[config.mk]
export PLATFORM = sky130hd
export DESIGN_NAME = min_cost_path_table
export DESIGN_NICKNAME = d
export VERILOG_FILES = /design/src/hw/rtl/mcpt_pkg.sv /design/src/hw/rtl/mcpt_cell.sv /design/src/hw/rtl/mcpt_seq.sv /design/src/hw/rtl/min_cost_path_table.sv
export SDC_FILE = /design/constraint.sdc
export NUM_CORES = 1
export LEC_CHECK = 0
export ABC_CLOCK_PERIOD_IN_PS = 2900
export BUFFER_PORTS_ARGS = -buffer_cell sky130_fd_sc_hd__buf_2
export CORE_MARGIN = 2
export CORE_UTILIZATION = 45
export DETAILED_ROUTE_END_ITERATION = 6
export GPL_TIMING_DRIVEN = 0
export SLEW_MARGIN = 5
export SYNTH_ARGS = -nofsm -noshare
export SYNTH_HDL_FRONTEND = slang
export SYNTH_SLANG_ARGS = --single-unit
[constraint.sdc]
create_clock -name clock -period 2.9 [get_ports clock]
set_clock_uncertainty 0.2 [all_clocks]
set_input_delay 0.29 -clock clock [delete_from_list [all_inputs] [get_ports clock]]
set_output_delay 0.29 -clock clock [all_outputs]
set_load 0.03 [all_outputs]
[src/hw/rtl/mcpt_pkg.sv]
// mcpt_pkg: shared types and codes for the min cost path table
// holds request/response payload structs, operation and status codes
// no dependencies
package mcpt_pkg;

   localparam int SLOTS_DEFAULT      = 8;
   localparam int HOP_WEIGHT_DEFAULT = 16;

   localparam logic [1:0] FUNC_INSERT   = 2'd0;
   localparam logic [1:0] FUNC_DELETE   = 2'd1;
   localparam logic [1:0] FUNC_PENALIZE = 2'd2;
   localparam logic [1:0] FUNC_BEST     = 2'd3;

   localparam logic [1:0] STATUS_OK        = 2'd0;
   localparam logic [1:0] STATUS_FULL      = 2'd1;
   localparam logic [1:0] STATUS_NOT_VALID = 2'd2;
   localparam logic [1:0] STATUS_EMPTY     = 2'd3;

   localparam logic [7:0] PENALTY_MAX = 8'hFF;

   typedef struct packed {
      logic [1:0] func;
      logic [2:0] slot;
      logic [4:0] path_length;
      logic [7:0] start_penalty;
   } req_type;

   typedef struct packed {
      logic [1:0] status;
      logic [2:0] result_slot;
      logic [4:0] result_length;
      logic [7:0] result_penalty;
      logic [3:0] entry_count;
   } rsp_type;

   typedef struct packed {
      logic [4:0] length;
      logic [7:0] penalty;
   } path_type;

   // operation driven to every cell while a transfer is in flight
   typedef struct packed {
      logic [1:0] func;
      logic [2:0] slot;
   } cmd_type;

   // table update broadcast at the end of an operation
   typedef struct packed {
      logic     en;
      path_type path;
   } commit_type;

endpackage

[src/hw/rtl/mcpt_cell.sv]
// mcpt_cell: one table entry plus one stage of the scan chain
// holds valid, age rank, path and cost; passes the running candidate on
// depends on mcpt_pkg
module mcpt_cell #(
   parameter int IDX_W      = 3,
   parameter int COST_W     = 17,
   parameter int INDEX      = 0,
   parameter int HOP_WEIGHT = 16
) (
   input  logic                 clock,
   input  logic                 reset,
   input  mcpt_pkg::cmd_type    cmd,
   input  mcpt_pkg::commit_type commit,
   input  logic [IDX_W-1:0]     commit_slot,
   input  logic [IDX_W-1:0]     commit_age,
   input  logic [COST_W-1:0]    commit_cost,
   input  logic                 in_found,
   input  logic [IDX_W-1:0]     in_slot,
   input  logic [IDX_W-1:0]     in_age,
   input  logic [COST_W-1:0]    in_cost,
   input  mcpt_pkg::path_type   in_path,
   output logic                 out_found,
   output logic [IDX_W-1:0]     out_slot,
   output logic [IDX_W-1:0]     out_age,
   output logic [COST_W-1:0]    out_cost,
   output mcpt_pkg::path_type   out_path
);
   import mcpt_pkg::*;

   localparam logic [IDX_W-1:0]  MY_IDX = IDX_W'(INDEX);
   localparam logic [COST_W-1:0] WEIGHT = COST_W'(HOP_WEIGHT);

   logic              valid_ff, valid_in;
   logic [IDX_W-1:0]  age_ff, age_in;
   logic [COST_W-1:0] cost_ff, cost_in;
   path_type          path_ff, path_in;

   logic              found_ff;
   logic [IDX_W-1:0]  slot_ff, tok_age_ff;
   logic [COST_W-1:0] tok_cost_ff;
   path_type          tok_path_ff;

   logic take;
   logic is_tgt;

   // candidate selection
   always_comb begin
      take = 1'b0;
      case (cmd.func)
         FUNC_INSERT: begin
            take = !in_found && !valid_ff;
         end
         FUNC_DELETE, FUNC_PENALIZE: begin
            take = valid_ff && (32'(cmd.slot) == INDEX);
         end
         FUNC_BEST: begin
            take = valid_ff && (!in_found || (cost_ff < in_cost) ||
                   ((cost_ff == in_cost) && (age_ff < in_age)));
         end
         default: begin
            take = 1'b0;
         end
      endcase
   end

   always_ff @(posedge clock) begin
      if (reset) begin
         found_ff <= 1'b0;
      end else begin
         found_ff <= in_found || take;
      end
      if (take) begin
         slot_ff     <= MY_IDX;
         tok_age_ff  <= age_ff;
         tok_cost_ff <= cost_ff;
         tok_path_ff <= path_ff;
      end else begin
         slot_ff     <= in_slot;
         tok_age_ff  <= in_age;
         tok_cost_ff <= in_cost;
         tok_path_ff <= in_path;
      end
   end

   assign out_found = found_ff;
   assign out_slot  = slot_ff;
   assign out_age   = tok_age_ff;
   assign out_cost  = tok_cost_ff;
   assign out_path  = tok_path_ff;

   // entry update
   assign is_tgt = (commit_slot == MY_IDX);

   always_comb begin
      valid_in = valid_ff;
      age_in   = age_ff;
      cost_in  = cost_ff;
      path_in  = path_ff;
      if (commit.en) begin
         case (cmd.func)
            FUNC_INSERT: begin
               if (is_tgt) begin
                  valid_in = 1'b1;
                  age_in   = '0;
                  cost_in  = commit_cost;
                  path_in  = commit.path;
               end else if (valid_ff) begin
                  age_in = age_ff + 1'b1;
               end
            end
            FUNC_DELETE: begin
               if (is_tgt) begin
                  valid_in = 1'b0;
               end else if (valid_ff && (age_ff > commit_age)) begin
                  age_in = age_ff - 1'b1;
               end
            end
            FUNC_PENALIZE: begin
               if (is_tgt && (path_ff.penalty != PENALTY_MAX)) begin
                  path_in.penalty = path_ff.penalty + 8'd1;
                  cost_in         = cost_ff + WEIGHT;
               end
            end
            default: begin
               valid_in = valid_ff;
            end
         endcase
      end
   end

   always_ff @(posedge clock) begin
      if (reset) begin
         valid_ff <= 1'b0;
      end else begin
         valid_ff <= valid_in;
      end
      age_ff  <= age_in;
      cost_ff <= cost_in;
      path_ff <= path_in;
   end

endmodule

[src/hw/rtl/mcpt_seq.sv]
// mcpt_seq: operation sequencer and response register
// runs the scan down the cell chain, then commits and builds the response
// depends on mcpt_pkg
module mcpt_seq #(
   parameter int SLOTS      = 8,
   parameter int IDX_W      = 3,
   parameter int COST_W     = 17,
   parameter int HOP_WEIGHT = 16
) (
   input  logic                 clock,
   input  logic                 reset,
   input  logic                 req_valid,
   output logic                 req_ready,
   input  mcpt_pkg::req_type    req_data,
   output logic                 rsp_valid,
   input  logic                 rsp_ready,
   output mcpt_pkg::rsp_type    rsp_data,
   output mcpt_pkg::cmd_type    cmd,
   output mcpt_pkg::commit_type commit,
   output logic [IDX_W-1:0]     commit_slot,
   output logic [IDX_W-1:0]     commit_age,
   output logic [COST_W-1:0]    commit_cost,
   input  logic                 tail_found,
   input  logic [IDX_W-1:0]     tail_slot,
   input  logic [IDX_W-1:0]     tail_age,
   input  mcpt_pkg::path_type   tail_path
);
   import mcpt_pkg::*;

   localparam int               CNT_W    = $clog2(SLOTS + 1);
   localparam logic [IDX_W-1:0] LAST_IDX = IDX_W'(SLOTS - 1);
   localparam logic [1:0]       ST_IDLE  = 2'd0;
   localparam logic [1:0]       ST_SCAN  = 2'd1;
   localparam logic [1:0]       ST_DONE  = 2'd2;

   logic [1:0]       state_ff, state_in;
   logic [IDX_W-1:0] step_ff, step_in;
   logic [CNT_W-1:0] count_ff, count_in;
   req_type          req_ff;
   logic             rsp_valid_ff, rsp_valid_in;
   rsp_type          rsp_ff, rsp_in;
   logic             load;

   assign req_ready = (state_ff == ST_IDLE);
   assign load      = (state_ff == ST_DONE) && (!rsp_valid_ff || rsp_ready);

   always_comb begin
      state_in = state_ff;
      step_in  = step_ff;
      case (state_ff)
         ST_IDLE: begin
            if (req_valid) begin
               state_in = ST_SCAN;
               step_in  = '0;
            end
         end
         ST_SCAN: begin
            if (step_ff == LAST_IDX) begin
               state_in = ST_DONE;
            end else begin
               step_in = step_ff + 1'b1;
            end
         end
         ST_DONE: begin
            if (load) begin
               state_in = ST_IDLE;
            end
         end
         default: begin
            state_in = ST_IDLE;
         end
      endcase
   end

   // response and entry count
   always_comb begin
      count_in = count_ff;
      rsp_in   = '0;
      case (req_ff.func)
         FUNC_INSERT: begin
            if (tail_found) begin
               count_in           = count_ff + 1'b1;
               rsp_in.status      = STATUS_OK;
               rsp_in.result_slot = 3'(tail_slot);
            end else begin
               rsp_in.status = STATUS_FULL;
            end
         end
         FUNC_DELETE: begin
            if (tail_found) begin
               count_in      = count_ff - 1'b1;
               rsp_in.status = STATUS_OK;
            end else begin
               rsp_in.status = STATUS_NOT_VALID;
            end
         end
         FUNC_PENALIZE: begin
            rsp_in.status = tail_found ? STATUS_OK : STATUS_NOT_VALID;
         end
         FUNC_BEST: begin
            if (tail_found) begin
               rsp_in.status         = STATUS_OK;
               rsp_in.result_slot    = 3'(tail_slot);
               rsp_in.result_length  = tail_path.length;
               rsp_in.result_penalty = tail_path.penalty;
            end else begin
               rsp_in.status = STATUS_EMPTY;
            end
         end
         default: begin
            rsp_in.status = STATUS_OK;
         end
      endcase
      rsp_in.entry_count = 4'(count_in);
   end

   always_comb begin
      rsp_valid_in = rsp_valid_ff;
      if (rsp_valid_ff && rsp_ready) begin
         rsp_valid_in = 1'b0;
      end
      if (load) begin
         rsp_valid_in = 1'b1;
      end
   end

   always_ff @(posedge clock) begin
      if (reset) begin
         state_ff     <= ST_IDLE;
         count_ff     <= '0;
         rsp_valid_ff <= 1'b0;
      end else begin
         state_ff     <= state_in;
         rsp_valid_ff <= rsp_valid_in;
         if (load) begin
            count_ff <= count_in;
         end
      end
      step_ff <= step_in;
      if (req_valid && req_ready) begin
         req_ff <= req_data;
      end
      if (load) begin
         rsp_ff <= rsp_in;
      end
   end

   assign rsp_valid = rsp_valid_ff;
   assign rsp_data  = rsp_ff;

   assign cmd.func          = req_ff.func;
   assign cmd.slot          = req_ff.slot;
   assign commit.en         = load && tail_found && (req_ff.func != FUNC_BEST);
   assign commit.path       = '{length: req_ff.path_length, penalty: req_ff.start_penalty};
   assign commit_slot       = tail_slot;
   assign commit_age        = tail_age;
   assign commit_cost       = COST_W'(req_ff.path_length) +
                              COST_W'(req_ff.start_penalty) * COST_W'(HOP_WEIGHT);

endmodule

[src/hw/rtl/min_cost_path_table.sv]
// Min cost path table: SLOTS candidate routes, each with hop length and penalty.
// Request channel (req_valid/req_ready/req_data) carries one operation:
// insert, delete, penalize or find best path. Response channel
// (rsp_valid/rsp_ready/rsp_data) returns one result per request with status,
// slot, best path fields and the entry count after the operation.
// Each request runs a candidate down a chain of SLOTS cells, one cell per
// cycle; the done state then commits the update and loads the response
// register. A new request is taken only after the previous one has loaded
// its response.
// Best path cost is length + penalty * HOP_WEIGHT, ties go to the newest entry.
// Reset empties the table; entry contents need no clearing.
// A stalled response holds in its register; the block scans the next request
// meanwhile and waits to commit it until the response register is free.
// depends on mcpt_pkg, mcpt_cell, mcpt_seq
module min_cost_path_table #(
   parameter int SLOTS      = mcpt_pkg::SLOTS_DEFAULT,
   parameter int HOP_WEIGHT = mcpt_pkg::HOP_WEIGHT_DEFAULT
) (
   input  logic              clock,
   input  logic              reset,
   input  logic              req_valid,
   output logic              req_ready,
   input  mcpt_pkg::req_type req_data,
   output logic              rsp_valid,
   input  logic              rsp_ready,
   output mcpt_pkg::rsp_type rsp_data
);
   import mcpt_pkg::*;

   localparam int IDX_W  = $clog2(SLOTS);
   localparam int COST_W = $clog2(31 + 255 * HOP_WEIGHT + 1);

   cmd_type           cmd;
   commit_type        commit;
   logic [IDX_W-1:0]  commit_slot;
   logic [IDX_W-1:0]  commit_age;
   logic [COST_W-1:0] commit_cost;

   logic              tok_found [0:SLOTS];
   logic [IDX_W-1:0]  tok_slot  [0:SLOTS];
   logic [IDX_W-1:0]  tok_age   [0:SLOTS];
   logic [COST_W-1:0] tok_cost  [0:SLOTS];
   path_type          tok_path  [0:SLOTS];

   assign tok_found[0] = 1'b0;
   assign tok_slot[0]  = '0;
   assign tok_age[0]   = '0;
   assign tok_cost[0]  = '0;
   assign tok_path[0]  = '0;

   for (genvar g = 0; g < SLOTS; g++) begin : g_cell
      mcpt_cell #(
         .IDX_W      (IDX_W),
         .COST_W     (COST_W),
         .INDEX      (g),
         .HOP_WEIGHT (HOP_WEIGHT)
      ) u_cell (
         .clock       (clock),
         .reset       (reset),
         .cmd         (cmd),
         .commit      (commit),
         .commit_slot (commit_slot),
         .commit_age  (commit_age),
         .commit_cost (commit_cost),
         .in_found    (tok_found[g]),
         .in_slot     (tok_slot[g]),
         .in_age      (tok_age[g]),
         .in_cost     (tok_cost[g]),
         .in_path     (tok_path[g]),
         .out_found   (tok_found[g+1]),
         .out_slot    (tok_slot[g+1]),
         .out_age     (tok_age[g+1]),
         .out_cost    (tok_cost[g+1]),
         .out_path    (tok_path[g+1])
      );
   end

   mcpt_seq #(
      .SLOTS      (SLOTS),
      .IDX_W      (IDX_W),
      .COST_W     (COST_W),
      .HOP_WEIGHT (HOP_WEIGHT)
   ) u_seq (
      .clock       (clock),
      .reset       (reset),
      .req_valid   (req_valid),
      .req_ready   (req_ready),
      .req_data    (req_data),
      .rsp_valid   (rsp_valid),
      .rsp_ready   (rsp_ready),
      .rsp_data    (rsp_data),
      .cmd         (cmd),
      .commit      (commit),
      .commit_slot (commit_slot),
      .commit_age  (commit_age),
      .commit_cost (commit_cost),
      .tail_found  (tok_found[SLOTS]),
      .tail_slot   (tok_slot[SLOTS]),
      .tail_age    (tok_age[SLOTS]),
      .tail_path   (tok_path[SLOTS])
   );

endmodule

==> impl_metrics.tcl <==
set metrics [dict create \
    port-buffer-count 45 \
    maxCapViolCount 0 \
    pre_cts_ws_ns -0.738 \
    die_h_um 241 \
    rsz0062_at_grt "yes" \
    cts_tree "built" \
    syn-cell-area_um2 25200 \
    hpwl_mm 49.8 \
    setup_viol 1 \
    cp-startpoint "u_seq.cmd[3]$_DFFE_PP_" \
    finalNetCount 2612 \
    place_area_um2 26300 \
    ant_nets 0 \
    dp_cells 3058 \
    areaGrowthSynthToFinish_pct 16.0 \
    worstPathCellList "inv_1, ha_1, clkbuf_2, clkbuf_1, nor2_1, a21oi_1" \
    htreeDepth 2 \
    leakagePower_nw 11.5 \
    slowest_stage "nor2_1" \
    grt_overflow 0 \
    violations "setup timing" \
    antenna_found_initial 1 \
    cp-start-kind "flip-flop" \
    maxSlewHeadroom_pct 20.3 \
    clock_latency_ns 0.62 \
    cts_buffer_depth 3 \
    cts_inserted_buffers 57 \
    slowest_delay_ns 0.83 \
    finalCriticalPeriod_ns 2.92 \
    cp.required_ns 3.01 \
    post-synth-top-count-cell "edfxtp_1" \
    fin_util_pct 52.9 \
    syn-mean-instance-area_um2 11.1 \
    ys_ff_latch 534 \
    post_drt_wl_per_cell_um 20.8 \
    finalHoldViolations 0 \
    final_cell_area_um2 29200 \
    coreArea_um2 55200 \
    worst-path-buf-inv 3 \
    drtIter0Drc 1440 \
    start_util_pct 45.6 \
    path_delay_family "simple AND/OR/NAND/NOR gates" \
    yosysUniqueCellTypes 61 \
    status "finished with violations" \
    drive_gt1_share_pct 17.5 \
    yosysSeqAreaShare_pct 53.4 \
    cellPowerDensity_nw_per_um2 621 \
    cts.sinks 534 \
    worst_hold_path_type "in -> reg" \
    timing.fmax_ghz 0.342 \
    synth_top_cells_by_count "275 x edfxtp_1, 259 x dfxtp_1, 257 x nand2_1" \
    final_cells 3215 \
    vias 17600 \
    viasPerCell 5.48 \
    r2r_start "u_seq.cmd[3]$_DFFE_PP_" \
    drt_wl_total_mm 66.7 \
    async_reset_ff_share_pct 0 \
    peakVddDrop_v 0.000620 \
    crit_type "reg -> reg" \
    grt_pass1_vias 17400 \
    crit_path_max_fanout 10 \
    cts_root_buf "clkbuf_16" \
    grt_usage_pct 23.3 \
    die_x_um 241 \
    arrival_ns 3.03 \
    synth_top_area_cell "edfxtp_1" \
    end_kind "flip-flop" \
    drt_pass1_iterations 5 \
    dieArea_um2 57800 \
    synth_ff_type "edfxtp_1" \
    syn_inst 2264 \
    grt_pass1_wl_mm 102 \
    grt_max_degree 19 \
    synth_top_cell_area_share_pct 32.8 \
    syn_nets 2457 \
    hp-start "req_data[16]" \
    row_count 86 \
    clk_pin_slew_ns 0.06 \
    setup_slack_ns -0.0241 \
    gp_congestion 0.884 \
    synth_warnings 0 \
    synth_area_leaders "edfxtp_1 33%, dfxtp_1 21%, ha_1 8.5%" \
    ioPinCount 46 \
    period_share_pct 101 \
    slew_viol_final 0 \
    tightest_slew_ns 1.20 \
    n_antenna_cell 0 \
    synth_edf_count 275 \
    route.detailed.drc 0 \
]
==> cells by family after synthesis <==
kind of cell / count (synthesis) / synth area share, %
compound gates: 315 / 8.08
xor+xnor: 125 / 4.35
fa+ha+maj: 171 / 8.50
buf+inv: 243 / 3.87
flops: 534 / 53.4
mux: 193 / 8.53
simple gates: 683 / 13.3
==> per-stage QoR <==
stage          power, mW  TNS (ns)  hold WS [ns]
3_5_place_dp        10.4   -168.50         0.196
2_1_floorplan       9.76         0         0.162
6_report            18.1   -0.0241         0.187
3_3_place_gp        10.3   -151.93         0.190
4_1_cts             18.2         0         0.155
5_1_grt             18.7     -4.17         0.179
==> cell usage in the layout, fill, tap and decap left out, types with 16 or more instances in the layout <==
cell / synthesis / layout
mux2_2: 144 / 144
nand4_1: 24 / 24
a311o_1: 29 / 29
inv_1: 143 / 142
and3_1: 37 / 29
a21oi_1: 129 / 128
buf_2: 19 / 51
clkbuf_16: 0 / 64
and2_1: 36 / 36
dfxtp_1: 259 / 259
nand4b_1: 34 / 34
edfxtp_1: 275 / 275
o31ai_1: 18 / 16
nor2b_1: 20 / 16
mux2i_1: 39 / 39
nor2_1: 100 / 89
o21ai_0: 48 / 48
nand2b_1: 16 / 16
clkbuf_2: 0 / 19
ha_1: 171 / 167
buf_4: 4 / 37
dlygate4sd3_1: 0 / 22
xnor2_1: 72 / 72
nand3_1: 113 / 113
xor2_1: 53 / 53
nand2_1: 257 / 255
clkbuf_1: 66 / 55
==> what timing repair did <==
| item | 4_1_cts | 5_1_grt |
|---|---|---|
| setup endpoints to repair | 539 | 366 |
| hold buffers | 22 | 0 |
| buffers inserted | 10 | 19 |
| hold endpoints to repair | 27 | 0 |
| pin swaps | 2 | 7 |
| resized for setup | 76 | 58 |
==> flip-flops by register name, indices dropped and copies added, names as in the netlist, 8 cells and up <==
register / cells
g_cell.u_cell.age_ff: 24
g_cell.u_cell.cost_ff: 104
g_cell.u_cell.out_age: 24
g_cell.u_cell.out_cost: 91
g_cell.u_cell.out_found: 8
g_cell.u_cell.out_path: 104
g_cell.u_cell.out_slot: 17
g_cell.u_cell.path_ff: 104
g_cell.u_cell.valid_ff: 8
u_seq.commit: 13
u_seq.rsp_data: 22
==> path summary, 6_finish.rpt <==
check,endpoint,slack [ns],cells after the start
worst max-delay path,g_cell[2].u_cell.path_ff[6]$_DFFE_PP_,-0.02,6
worst min-delay path,u_seq.cmd[3]$_DFFE_PP_,0.19,2
worst max register to register,g_cell[2].u_cell.path_ff[6]$_DFFE_PP_,-0.02,6
worst min register to register,g_cell[7].u_cell.out_slot[2]$_SDFF_PP1_,0.21,1
==> metal layers <==
layer / vias to the layer above / global-route usage, % / share of wire, %
li1: 8366 / - / -
met1: 8555 / 31.6 / 44
met2: 578 / 38.1 / 46
met3: 107 / 3.78 / 6.9
met4: 0 / 7.49 / 3.0
met5: - / 0 / 0
==> power by group <==
part / switching (mW) / internal [mW] / leakage, nW
clock: 3.03 / 4.74 / 0.997
sequential: 0.211 / 8.34 / 4.67
combinational: 1.07 / 0.743 / 5.84
==> layout make-up <==
class	count	area [µm²]
tap	748	936
fill	4769	26000
inverter	144	544
timing repair buffer	97	691
sequential	534	13400
clock inverter	26	318
buffer	98	547
multi-input combinational	1487	11000
clock buffer	81	1720
Power figures use the tool's default switching activity.
